===== src/sv/dtsa_pkg.sv =====
// ----------------------------------------------------------------------------
// dtsa_pkg
// Shared widths, character codes, control types and the power-of-ten table
// for the decimal token sum and average core.
// ----------------------------------------------------------------------------
package dtsa_pkg;

    localparam int CH_W   = 8;
    localparam int CUR_W  = 44;
    localparam int SUM_W  = 52;
    localparam int CNT_W  = 7;
    localparam int POS_W  = 8;
    localparam int FD_W   = 3;
    localparam int POW_W  = 24;
    localparam int TERM_W = 28;
    localparam int CAND_W = CUR_W + 4;
    localparam int STEP_W = $clog2(SUM_W);

    localparam logic [CH_W-1:0] CH_ZERO  = 8'd48;
    localparam logic [CH_W-1:0] CH_NINE  = 8'd57;
    localparam logic [CH_W-1:0] CH_DOT   = 8'd46;
    localparam logic [CH_W-1:0] CH_SPACE = 8'd32;

    localparam logic [CUR_W-1:0] CUR_MAX = {CUR_W{1'b1}};
    localparam logic [SUM_W-1:0] SUM_MAX = {SUM_W{1'b1}};
    localparam logic [CNT_W-1:0] CNT_MAX = {CNT_W{1'b1}};
    localparam logic [POS_W-1:0] POS_MAX = {POS_W{1'b1}};

    typedef struct packed {
        logic beat;     // a character beat is taken this cycle
        logic finish;   // close the line and return to line start
    } parse_ctl_t;

    function automatic logic [POW_W-1:0] pow10_f(input logic [FD_W-1:0] k);
        logic [POW_W-1:0] r;
        unique case (k)
            3'd0: r = 24'd1;
            3'd1: r = 24'd10;
            3'd2: r = 24'd100;
            3'd3: r = 24'd1000;
            3'd4: r = 24'd10000;
            3'd5: r = 24'd100000;
            3'd6: r = 24'd1000000;
            3'd7: r = 24'd10000000;
        endcase
        return r;
    endfunction

endpackage


===== src/sv/decimal_token_sum_average_core.sv =====
// ----------------------------------------------------------------------------
// decimal_token_sum_average_core
// Reads decimal numbers out of a line of ASCII text and reports their
// fixed-point sum, count and truncated average at the end of the line.
//
//   channel | direction | ports                                  | beat
//   s_      | in        | s_ch, s_last                           | one character
//   m_      | out       | m_sum_scaled, m_number_count,          | one line result
//           |           | m_average_scaled, m_no_numbers         |
//
// an ordinary character beat is taken while s_ready is high; after the beat with
// s_last the core closes the line in ST_FIN and runs the bit-serial divider in
// ST_DIV; s_ready returns once the result is loaded into the free output slot
// the result sits in an output register, so the next line can stream in while
// it waits; a new line end waits for the slot before loading
// reset (synchronous, aresetn low) returns to line start with no result held
// ----------------------------------------------------------------------------
module decimal_token_sum_average_core #(
    parameter int LINE_MAX    = 128,
    parameter int FRAC_DIGITS = 4
) (
    input  logic                        aclk,
    input  logic                        aresetn,
    input  logic                        s_valid,
    output logic                        s_ready,
    input  logic [dtsa_pkg::CH_W-1:0]   s_ch,
    input  logic                        s_last,
    output logic                        m_valid,
    input  logic                        m_ready,
    output logic [dtsa_pkg::SUM_W-1:0]  m_sum_scaled,
    output logic [dtsa_pkg::CNT_W-1:0]  m_number_count,
    output logic [dtsa_pkg::SUM_W-1:0]  m_average_scaled,
    output logic                        m_no_numbers
);
    import dtsa_pkg::*;

    localparam logic [1:0] ST_IDLE = 2'd0;
    localparam logic [1:0] ST_FIN  = 2'd1;
    localparam logic [1:0] ST_DIV  = 2'd2;
    localparam logic [1:0] ST_HOLD = 2'd3;

    logic [1:0]       state_reg, state_next;
    logic             m_valid_reg, m_valid_next;
    logic [SUM_W-1:0] held_sum_reg, held_sum_next;
    logic [CNT_W-1:0] held_cnt_reg, held_cnt_next;
    logic [SUM_W-1:0] out_sum_reg, out_sum_next;
    logic [CNT_W-1:0] out_cnt_reg, out_cnt_next;
    logic [SUM_W-1:0] out_avg_reg, out_avg_next;
    logic             out_none_reg, out_none_next;

    parse_ctl_t       pctl;
    logic             beat;
    logic             div_start, div_done;
    logic [SUM_W-1:0] fin_sum, quotient;
    logic [CNT_W-1:0] fin_count;
    logic             held_none;

    assign s_ready     = (state_reg == ST_IDLE);
    assign beat        = s_valid && s_ready;
    assign pctl.beat   = beat;
    assign pctl.finish = (state_reg == ST_FIN);
    assign div_start   = (state_reg == ST_FIN);
    assign held_none   = (held_cnt_reg == '0);

    dtsa_parse #(
        .LINE_MAX    (LINE_MAX),
        .FRAC_DIGITS (FRAC_DIGITS)
    ) u_parse (
        .aclk      (aclk),
        .aresetn   (aresetn),
        .ctl       (pctl),
        .ch        (s_ch),
        .fin_sum   (fin_sum),
        .fin_count (fin_count)
    );

    dtsa_div u_div (
        .aclk     (aclk),
        .aresetn  (aresetn),
        .start    (div_start),
        .dividend (fin_sum),
        .divisor  (fin_count),
        .done     (div_done),
        .quotient (quotient)
    );

    always_comb begin
        state_next    = state_reg;
        m_valid_next  = m_valid_reg;
        held_sum_next = held_sum_reg;
        held_cnt_next = held_cnt_reg;
        out_sum_next  = out_sum_reg;
        out_cnt_next  = out_cnt_reg;
        out_avg_next  = out_avg_reg;
        out_none_next = out_none_reg;
        if (m_valid_reg && m_ready) begin
            m_valid_next = 1'b0;
        end
        unique case (state_reg)
            ST_IDLE: begin
                if (beat && s_last) begin
                    state_next = ST_FIN;
                end
            end
            ST_FIN: begin
                held_sum_next = fin_sum;
                held_cnt_next = fin_count;
                state_next    = ST_DIV;
            end
            ST_DIV: begin
                if (div_done) begin
                    state_next = ST_HOLD;
                end
            end
            ST_HOLD: begin
                // load once the previous result has left the slot
                if (!m_valid_reg || m_ready) begin
                    m_valid_next  = 1'b1;
                    out_sum_next  = held_sum_reg;
                    out_cnt_next  = held_cnt_reg;
                    out_avg_next  = held_none ? '0 : quotient;
                    out_none_next = held_none;
                    state_next    = ST_IDLE;
                end
            end
            default: state_next = ST_IDLE;
        endcase
    end

    always_ff @(posedge aclk) begin
        if (!aresetn) begin
            state_reg   <= ST_IDLE;
            m_valid_reg <= 1'b0;
        end else begin
            state_reg   <= state_next;
            m_valid_reg <= m_valid_next;
        end
    end

    always_ff @(posedge aclk) begin
        held_sum_reg <= held_sum_next;
        held_cnt_reg <= held_cnt_next;
        out_sum_reg  <= out_sum_next;
        out_cnt_reg  <= out_cnt_next;
        out_avg_reg  <= out_avg_next;
        out_none_reg <= out_none_next;
    end

    assign m_valid          = m_valid_reg;
    assign m_sum_scaled     = out_sum_reg;
    assign m_number_count   = out_cnt_reg;
    assign m_average_scaled = out_avg_reg;
    assign m_no_numbers     = out_none_reg;

endmodule


===== src/sv/dtsa_parse.sv =====
// ----------------------------------------------------------------------------
// dtsa_parse
// Per-character number scanner: builds the current fixed-point value and
// keeps the saturating line sum and number count.
// ----------------------------------------------------------------------------
module dtsa_parse #(
    parameter int LINE_MAX    = 128,
    parameter int FRAC_DIGITS = 4
) (
    input  logic                        aclk,
    input  logic                        aresetn,
    input  dtsa_pkg::parse_ctl_t        ctl,
    input  logic [dtsa_pkg::CH_W-1:0]   ch,
    output logic [dtsa_pkg::SUM_W-1:0]  fin_sum,
    output logic [dtsa_pkg::CNT_W-1:0]  fin_count
);
    import dtsa_pkg::*;

    localparam logic [POW_W-1:0] SCALE = pow10_f(FD_W'(FRAC_DIGITS));

    logic             after_sep_reg, after_sep_next;
    logic             in_num_reg, in_num_next;
    logic             point_reg, point_next;
    logic             ended_reg, ended_next;
    logic [FD_W-1:0]  fd_reg, fd_next;
    logic [CUR_W-1:0] cur_reg, cur_next;
    logic [SUM_W-1:0] sum_reg, sum_next;
    logic [CNT_W-1:0] cnt_reg, cnt_next;
    logic [POS_W-1:0] pos_reg, pos_next;

    logic              is_digit, is_dot;
    logic [CH_W-1:0]   digit_full;
    logic [3:0]        digit;
    logic [FD_W-1:0]   fd_inc;
    logic [TERM_W-1:0] int_term, frac_term;
    logic [CAND_W-1:0] cur_ext, cand;
    logic [CUR_W-1:0]  cur_upd;
    logic [SUM_W:0]    sum_add;
    logic [SUM_W-1:0]  sum_sat;
    logic [CNT_W-1:0]  cnt_inc;

    assign is_digit   = (ch >= CH_ZERO) && (ch <= CH_NINE);
    assign is_dot     = (ch == CH_DOT);
    assign digit_full = ch - CH_ZERO;
    assign digit      = is_digit ? digit_full[3:0] : 4'd0;
    assign fd_inc     = fd_reg + FD_W'(1);

    assign int_term  = TERM_W'(digit) * TERM_W'(SCALE);
    assign frac_term = TERM_W'(digit) * TERM_W'(pow10_f(FD_W'(FRAC_DIGITS) - fd_inc));

    // integer digit: cur*10 + d*scale, fraction digit: cur + d*10^(frac-k)
    assign cur_ext = CAND_W'(cur_reg);
    assign cand    = point_reg ? (cur_ext + CAND_W'(frac_term))
                               : ((cur_ext << 3) + (cur_ext << 1) + CAND_W'(int_term));
    assign cur_upd = (|cand[CAND_W-1:CUR_W]) ? CUR_MAX : cand[CUR_W-1:0];

    assign sum_add = {1'b0, sum_reg} + (SUM_W+1)'(cur_reg);
    assign sum_sat = sum_add[SUM_W] ? SUM_MAX : sum_add[SUM_W-1:0];
    assign cnt_inc = (cnt_reg == CNT_MAX) ? cnt_reg : cnt_reg + CNT_W'(1);

    assign fin_sum   = in_num_reg ? sum_sat : sum_reg;
    assign fin_count = in_num_reg ? cnt_inc : cnt_reg;

    always_comb begin
        after_sep_next = after_sep_reg;
        in_num_next    = in_num_reg;
        point_next     = point_reg;
        ended_next     = ended_reg;
        fd_next        = fd_reg;
        cur_next       = cur_reg;
        sum_next       = sum_reg;
        cnt_next       = cnt_reg;
        pos_next       = pos_reg;
        if (ctl.finish) begin
            after_sep_next = 1'b1;
            in_num_next    = 1'b0;
            point_next     = 1'b0;
            ended_next     = 1'b0;
            fd_next        = '0;
            cur_next       = '0;
            sum_next       = '0;
            cnt_next       = '0;
            pos_next       = '0;
        end else if (ctl.beat) begin
            if (pos_reg < POS_W'(LINE_MAX)) begin
                if (in_num_reg) begin
                    if (is_digit) begin
                        if (!ended_reg) begin
                            if (!point_reg) begin
                                cur_next = cur_upd;
                            end else if (fd_reg < FD_W'(FRAC_DIGITS)) begin
                                fd_next  = fd_inc;
                                cur_next = cur_upd;
                            end
                        end
                    end else if (is_dot) begin
                        // a second dot closes the value, later digits are dropped
                        if (point_reg) begin
                            ended_next = 1'b1;
                        end else begin
                            point_next = 1'b1;
                        end
                    end else begin
                        sum_next    = sum_sat;
                        cnt_next    = cnt_inc;
                        in_num_next = 1'b0;
                        point_next  = 1'b0;
                        ended_next  = 1'b0;
                        fd_next     = '0;
                        cur_next    = '0;
                    end
                end else if (is_digit && after_sep_reg) begin
                    in_num_next = 1'b1;
                    point_next  = 1'b0;
                    ended_next  = 1'b0;
                    fd_next     = '0;
                    cur_next    = CUR_W'(int_term);
                end
                after_sep_next = (ch == CH_SPACE);
            end
            if (pos_reg != POS_MAX) begin
                pos_next = pos_reg + POS_W'(1);
            end
        end
    end

    always_ff @(posedge aclk) begin
        if (!aresetn) begin
            after_sep_reg <= 1'b1;
            in_num_reg    <= 1'b0;
            point_reg     <= 1'b0;
            ended_reg     <= 1'b0;
            fd_reg        <= '0;
            cur_reg       <= '0;
            sum_reg       <= '0;
            cnt_reg       <= '0;
            pos_reg       <= '0;
        end else begin
            after_sep_reg <= after_sep_next;
            in_num_reg    <= in_num_next;
            point_reg     <= point_next;
            ended_reg     <= ended_next;
            fd_reg        <= fd_next;
            cur_reg       <= cur_next;
            sum_reg       <= sum_next;
            cnt_reg       <= cnt_next;
            pos_reg       <= pos_next;
        end
    end

endmodule


===== src/sv/dtsa_div.sv =====
// ----------------------------------------------------------------------------
// dtsa_div
// Restoring divider, one quotient bit per cycle: line sum over number count.
// ----------------------------------------------------------------------------
module dtsa_div (
    input  logic                        aclk,
    input  logic                        aresetn,
    input  logic                        start,
    input  logic [dtsa_pkg::SUM_W-1:0]  dividend,
    input  logic [dtsa_pkg::CNT_W-1:0]  divisor,
    output logic                        done,
    output logic [dtsa_pkg::SUM_W-1:0]  quotient
);
    import dtsa_pkg::*;

    localparam logic [STEP_W-1:0] LAST_STEP = STEP_W'(SUM_W - 1);

    logic              busy_reg, busy_next;
    logic              done_reg, done_next;
    logic [STEP_W-1:0] step_reg, step_next;
    logic [CNT_W-1:0]  rem_reg, rem_next;
    logic [CNT_W-1:0]  div_reg, div_next;
    logic [SUM_W-1:0]  q_reg, q_next;

    logic [CNT_W:0]    shifted, diff;
    logic              ge;

    // the compare-and-subtract unit used by every step
    assign shifted = {rem_reg, q_reg[SUM_W-1]};
    assign ge      = shifted >= {1'b0, div_reg};
    assign diff    = shifted - {1'b0, div_reg};

    assign done     = done_reg;
    assign quotient = q_reg;

    always_comb begin
        busy_next = busy_reg;
        done_next = 1'b0;
        step_next = step_reg;
        rem_next  = rem_reg;
        div_next  = div_reg;
        q_next    = q_reg;
        if (start) begin
            busy_next = 1'b1;
            step_next = '0;
            rem_next  = '0;
            div_next  = divisor;
            q_next    = dividend;
        end else if (busy_reg) begin
            rem_next  = ge ? diff[CNT_W-1:0] : shifted[CNT_W-1:0];
            q_next    = {q_reg[SUM_W-2:0], ge};
            step_next = step_reg + STEP_W'(1);
            if (step_reg == LAST_STEP) begin
                busy_next = 1'b0;
                done_next = 1'b1;
            end
        end
    end

    always_ff @(posedge aclk) begin
        if (!aresetn) begin
            busy_reg <= 1'b0;
            done_reg <= 1'b0;
            step_reg <= '0;
        end else begin
            busy_reg <= busy_next;
            done_reg <= done_next;
            step_reg <= step_next;
        end
    end

    always_ff @(posedge aclk) begin
        rem_reg <= rem_next;
        div_reg <= div_next;
        q_reg   <= q_next;
    end

endmodule

===== config.mk =====
export PLATFORM = sky130hd
export DESIGN_NAME = decimal_token_sum_average_core
export DESIGN_NICKNAME = d
export VERILOG_FILES = /design/src/sv/dtsa_pkg.sv /design/src/sv/decimal_token_sum_average_core.sv /design/src/sv/dtsa_parse.sv /design/src/sv/dtsa_div.sv
export SDC_FILE = /design/constraint.sdc
export NUM_CORES = 1
export LEC_CHECK = 0
export ABC_AREA = 1
export BUFFER_PORTS_ARGS = -buffer_cell sky130_fd_sc_hd__clkbuf_2
export CAP_MARGIN = 5
export CORE_MARGIN = 8
export CORE_UTILIZATION = 50
export CTS_BUF_LIST = sky130_fd_sc_hd__clkbuf_16
export DETAILED_ROUTE_END_ITERATION = 8
export PLACE_DENSITY = 0.8
export SYNTH_ARGS = -nofsm -noshare
export SYNTH_HDL_FRONTEND = slang
export SYNTH_SLANG_ARGS = --single-unit

===== constraint.sdc =====
create_clock -name aclk -period 7.5 [get_ports aclk]
set_input_delay 1.5 -clock aclk [delete_from_list [all_inputs] [get_ports aclk]]
set_output_delay 1.5 -clock aclk [all_outputs]
set_load 0.01 [all_outputs]

# [Yosys cells after proc, flatten, opt, wreduce, memory -nomap -nowiden]
# Memories as Yosys holds them, arrays and structs flattened.
# Index checks and enable logic that the tools add are counted.
[totals] reg_bits=359 rom_bits=168 inputBits=13 output_inout_bits=114 word_cells=132 n_memories=1
[mem_list] name="(no name shown)" depth=8 width=21 rd=1 rd_ports_with_merged_regs=0 write_ports=0 line="dtsa_pkg.sv:36" rtl="unique case (k)"
[op_classes] add_sub_neg=11 mul=2 order_cmp=5 n_eq_ne=18 n_mux=46 bitwise=4 reduce_logical=23
[op_table] operator="2-to-1 mux 44 bit" count=8
[op_table] operator="2-to-1 mux 52 bit" count=4
[op_table] operator="adder 52 x 44 -> 53 bit" count=1
[op_table] operator="adder 47 x 45 -> 48 bit" count=1
[op_table] operator="adder 48 x 18 -> 48 bit" count=1
[op_table] operator="2-to-1 mux 48 bit" count=1
[op_table] operator="adder 44 x 28 -> 45 bit" count=1
[op_table] operator="multiplier 4 x 24 -> 28 bit" count=1
[op_table] operator="2-to-1 mux 3 bit" count=7
[op_table] operator="2-to-1 mux 7 bit" count=3
[op_table] operator="2-to-1 mux 1 bit" count=18
[op_table] operator="equality test 8 x 6 -> 1 bit (second input constant)" count=2
[op_table] operator="inequality test 3 bit (second input constant)" count=5
[op_table] operator="multiplier 4 x 10 -> 14 bit (second input constant)" count=1
[op_table] operator="AND reduction 5 bit" count=2
[op_table] operator="adder 8 x 1 -> 8 bit (second input constant)" count=1
[op_table] operator="greater-or-equal comparator 8 x 6 -> 1 bit (second input constant)" count=1
[op_table] operator="greater-or-equal comparator 8 x 7 -> 1 bit" count=1
[op_table] operator="less-or-equal comparator 8 x 6 -> 1 bit (second input constant)" count=1
[op_table] operator="less-than comparator 8 bit (second input constant)" count=1
[op_table] operator="inequality test 8 bit (second input constant)" count=1
[op_table] operator="one-hot mux 2 bit (4 select lines)" count=1
[op_table] operator="adder 7 x 1 -> 7 bit (second input constant)" count=1
[op_table] operator="equality test 7 bit (second input constant)" count=1
[op_table] operator="other kinds (29)" count=44

# [Longest topological paths before layout]
[logic_depth] depth_word=13 depth_mapped=38 mapped_depth_nobuf=36

# [By module]
# A second synthesis with hierarchy kept.
[unflattened] cells_unflattened=3978 hier_area_um2=28078.2
[modules_own_cells] mod="dtsa_parse" n_inst=1 cells_each=3272 area_each_um2=18733.0 seq_area_each_um2=2362.3
[modules_own_cells] mod="decimal_token_sum_average_core" n_inst=1 cells_each=318 area_each_um2=5861.9 seq_area_each_um2=5195.0
[modules_own_cells] mod="dtsa_div" n_inst=1 cells_each=388 area_each_um2=3483.3 seq_area_each_um2=2072.0

# [Worst setup path after synthesis]
# Ideal clock, no wire load.
[synth_timing] path_kind="input port to flip-flop" startpoint="input port m_ready" endpoint="register out_avg_reg[0] (netlist: m_average_scaled[0]), enable pin" setup_ps=620 t_arrival_ps=6938 t_required_ps=6880 path_slack_ps=-57 cell_stages=2 n_path_buf=0 path_cell_list="inv_1 a21oi_1"
[synth_between] elab_chain_len=2
[synth_lines] element="start: declaration" line="decimal_token_sum_average_core.sv:29" rtl="input logic m_ready,"
[synth_lines] element="logical OR 1 bit" line="decimal_token_sum_average_core.sv:117" rtl="if (!m_valid_reg || m_ready) begin"
[synth_lines] element="AND reduction 2 bit (no line)"
[synth_lines] element="end signal: assignment" line="decimal_token_sum_average_core.sv:145" rtl="out_avg_reg <= out_avg_next;"
[synth_lines] element="end: declaration" line="decimal_token_sum_average_core.sv:48" rtl="logic [SUM_W-1:0] out_avg_reg, out_avg_next;"
# Every way passes these cells.
# A chain may end at the register's enable or synchronous reset.

# [Final worst setup path]
[layout_timing] startpoint="input port s_ch[7] in the netlist's numbering" endpoint="register u_parse.cur_reg[2]"
[layout_between] elab_chain_len=13 word_cells_on_any_way=23 classes_between="add/sub: 2; mul: 2; order compare: 2; eq/ne: 4; mux: 8; reduce/logical: 5"
[layout_lines] element="start: declaration" line="decimal_token_sum_average_core.sv:26" rtl="input logic [dtsa_pkg::CH_W-1:0] s_ch,"
[layout_lines] element="greater-or-equal comparator 8 x 6 -> 1 bit / less-or-equal comparator 8 x 6 -> 1 bit (equally long branches)" line="dtsa_parse.sv:42" rtl="assign is_digit = (ch >= CH_ZERO) && (ch <= CH_NINE);"
[layout_lines] element="logical AND 1 bit" line="dtsa_parse.sv:42"
[layout_lines] element="2-to-1 mux 4 bit" line="dtsa_parse.sv:45" rtl="assign digit = is_digit ? digit_full[3:0] : 4'd0;"
[layout_lines] element="multiplier 4 x 24 -> 28 bit / multiplier 4 x 10 -> 14 bit (equally long branches)" line="dtsa_parse.sv:49, dtsa_parse.sv:48"
[layout_lines] element="adder 44 x 28 -> 45 bit / adder 48 x 18 -> 48 bit (equally long branches)" line="dtsa_parse.sv:53, dtsa_parse.sv:54"
[layout_lines] element="2-to-1 mux 48 bit" line="dtsa_parse.sv:53" rtl="assign cand = point_reg ? (cur_ext + CAND_W'(frac_term))"
[layout_lines] element="OR reduction 4 bit" line="dtsa_parse.sv:55" rtl="assign cur_upd = (|cand[CAND_W-1:CUR_W]) ? CUR_MAX : cand[CUR_W-1:0];"
[layout_lines] element="2-to-1 mux 44 bit" line="dtsa_parse.sv:55"
[layout_lines] element="2-to-1 mux 44 bit" line="dtsa_parse.sv:91" rtl="end else if (fd_reg < FD_W'(FRAC_DIGITS)) begin"
[layout_lines] element="2-to-1 mux 44 bit" line="dtsa_parse.sv:89" rtl="if (!point_reg) begin"
[layout_lines] element="2-to-1 mux 44 bit" line="dtsa_parse.sv:88" rtl="if (!ended_reg) begin"
[layout_lines] element="2-to-1 mux 44 bit" line="dtsa_parse.sv:87" rtl="if (is_digit) begin"
[layout_lines] element="2-to-1 mux 44 bit" line="dtsa_parse.sv:86" rtl="if (in_num_reg) begin"
[layout_lines] element="end signal: assignment" line="dtsa_parse.sv:144" rtl="cur_reg <= cur_next;"
[layout_lines] element="end: declaration" line="dtsa_parse.sv:26" rtl="logic [CUR_W-1:0] cur_reg, cur_next;"
# Several ways; a longest one is shown, not always the timed one. The select of a mux whose other input is x is not followed.

==> metrics.md <==
| Metric | Value |
|---|---|
| Placer's final routability congestion estimate | `1.037` |
| Detailed Route WL | `between 80000 and 90000 um` |
| Rows | `86` |
| Ys async rst share | `0%` |
| H-tree levels | `2` |
| CTS sink count | `359` |
| Data arrival time of the critical path | `~7.1 ns` |
| First-pass GRT wire length | `approximately 130000 um` |
| Starting Density | `50.62%` |
| Routed Antenna Nets | `0` |
| Hold Vio Cnt, Final | `0` |
| Area of the core | `around 55000 um2` |
| Die height | `roughly 250 um` |
| DR iter-0 viols | `2011` |
| Pre-antenna DRT Iters | `6` |
| PD cells | `roughly 180 nW/um2` |
| Power Total | `approximately 0.0056 W` |
| Sequential area share after synthesis | `around 34%` |
| Met2 WL post-DR | `about 36000 um` |
| LEAKAGE | `roughly 15 nW` |
| Slew headroom | `about a third` |
| CTS tree | `built` |
| Hold WC Path Type | `reg -> reg` |
| Critical path startpoint category | `input port` |
| Die X | `252.4 um` |
| Ys Warns | `0` |
| Resized cells post-CTS | `0` |
| Port Buffer Count | `between 100 and 150` |
| Top sig layer | `met4` |
| Syn Area/Cell | `approximately 7 um2` |
| Synth cell types | `between 50 and 60` |
| Mapped cell area | `between 20000 and 30000 um2` |
| Outcome | `complete, no violations` |
| Area growth syn-to-layout | `8.813%` |
| Worst Path Class, Setup | `in -> reg` |
| Maximum clock rate | `0.1492 GHz` |
| Met1 WL | `approximately 35000 um` |
| Area of the die | `63700 um2` |
| Max-cap check violation count | `0` |
| Final global-route overflow total | `0` |
| Latest clock arrival within the worst-skew pair | `about 0.56 ns` |
| Clock-pin slew on the worst setup and hold paths | `approximately 0.070 ns` |
| Met3 WL | `6390 um` |
| Setup tns final | `0 ns` |
| Post-synth EDFFs | `around 220` |
| Min Clock Period, post-route | `~6.7 ns` |
| Drt wl/cell | `around 17 um` |
| GR Util All Layers | `roughly a quarter` |
| Largest stage delay on the critical path | `about 0.5 ns` |
| Initial antenna violation count | `0` |
| Vias in the first global route | `between 20000 and 25000` |
| Final period util | `89.37%` |
| Deepest clock path buffer count | `3` |
| RSZ-0062 raised after global routing | `no` |
| Syn_nets | `~4200` |
| CP endpoint kind | `flip-flop` |
| Hold WS | `a little over 0.4 ns` |
| Critical path required time | `a little under 8 ns` |
| Clock tree root buffer cell | `clkbuf_16` |
| Vias per inst | `about 5.3` |
| Post-Synthesis Cells | `a little under 4000` |
| Num CTS Buffers | `35` |
| Worst vdd ir | `0.0001691 V` |
| Layout cells sized above 1 | `between 7 and 8%` |
| Worst-margin pin slew | `~1 ns` |
| Largest net degree at the start of global routing | `about 90` |
| Max-slew violation count | `0` |
| Final setup violation count | `0` |
| DP Worst Slack | `around 0.32 ns` |
| ANT cells | `0` |
| Nets | `about 4300` |
| DRC violations left | `0` |
| IO Pins | `around 130` |
| Clock Skew | `0.03311 ns` |
| Via Count | `around 26000` |
| Final worst slack | `about 0.8 ns` |
| Hold Buf Count CTS | `0` |
| FF+latch count, synth | `roughly 360` |
| Hpwl dp | `roughly 64000 um` |
| Largest fanout on the critical path | `between 40 and 50` |
| Critical-path top delay cell | `fa_1` |
| Post-CTS Setup Bufs | `0` |
| Most frequent CP cell | `nand2_1` |
| Synth Flop Type | `edfxtp_1` |
## layer usage
layer	vias to the layer above	GRT usage, %
met5	-	0
met4	0	8.563
met3	183	3.012
met2	962	41.60
met1	11679	33.28
li1	12739	-
## stage by stage
step / instance area, um2 / utilization (%) / std cells
final: 30400 / 55.08 / 4792
after floorplan: 27950 / - / 3930
after detailed placement: 29290 / 53.06 / 4731
after global routing: 30400 / 55.08 / 4792
after global placement: 29290 / 53.06 / 4731
after CTS: 30400 / 55.08 / 4792
## power by group
group	leakage, nW	switching, W	internal (W)
clock	0.560	0.000781	0.000941
sequential	3.19	0.000144	0.00264
combinational	11.3	0.000806	0.000309
total	15.1	0.00173	0.00389
## Yosys cell counts (9+ instances only)
library cell	count	area, um2
xor2_1	47	411.6
nor3_1	33	165.2
nand2_1	1067	4005
o21bai_1	14	105.1
a21oi_1	231	1156
nand3_1	219	1096
nor4_1	9	56.30
xnor2_1	12	105.1
a21oi_2	30	262.8
edfxtp_1	223	6696
and2_1	15	93.84
o21a_1	27	202.7
buf_2	12	60.06
nand4_1	46	287.8
nor2_1	409	1535
ha_1	189	2365
inv_1	696	2613
dfxtp_1	136	2723
buf_1	9	33.78
fa_1	75	1501
o21ai_1	25	125.1
clkbuf_1	63	236.5
o21ai_0	206	1031
or2_2	17	106.4
## cells in the final DEF (no fill, tap or decap), drive strengths merged, types with 8 or more instances in the layout
master	count
fa	75
inv	714
xnor2	12
nor2	417
nand3	223
and2	15
nor3	33
o21a	27
clkbuf	161
clkinv	14
edfxtp	223
buf	25
o21ai	239
nand4	46
nor4	9
ha	189
o21bai	14
a21oi	262
nand2	1072
or2	17
xor2	47
o211ai	8
a41oi	9
dfxtp	136
a21boi	8
## area by class of cell
cell class                      count  area, um2
Timing Repair Buffer              151      830.8
Clock buffer                       35      875.8
Multi-Input combinational cell   2766      15450
Tap cell                          748      935.9
Inverter                          707       2656
Clock inverter                     26      239.0
Fill cell                        5240      24800
Sequential cell                   359       9420
## critical path, delay by kind of cell
family          cells  cell delay (ns)
buf+inv             7             0.93
fa+ha+maj           6             2.13
compound gates      4             0.69
simple gates       17             1.82
## worst paths after layout
path	start	end	slack, ns	cells past startpoint
setup / recovery	s_ch[7]	u_parse.cur_reg[2]$_SDFFE_PP0P_	0.80	34
hold / removal	held_sum_reg[50]$_DFFE_PP_	m_sum_scaled[50]$_DFFE_PP_	0.40	0
setup reg to reg	u_parse.fd_reg[0]$_SDFFE_PP0P_	u_parse.cur_reg[2]$_SDFFE_PP0P_	1.37	30
hold reg to reg	held_sum_reg[50]$_DFFE_PP_	m_sum_scaled[50]$_DFFE_PP_	0.40	0
## cells by family after synthesis
logic type      after synthesis  share of synthesized area (%)
flops                       359                          33.71
other cells                   1                        0.01342
mux                           4                         0.1433
buf+inv                     805                          11.17
fa+ha+maj                   264                          13.84
xor+xnor                     59                          1.849
simple gates               1844                          27.12
compound gates              594                          12.16
No activity file was read; power rests on OpenSTA's default activity.
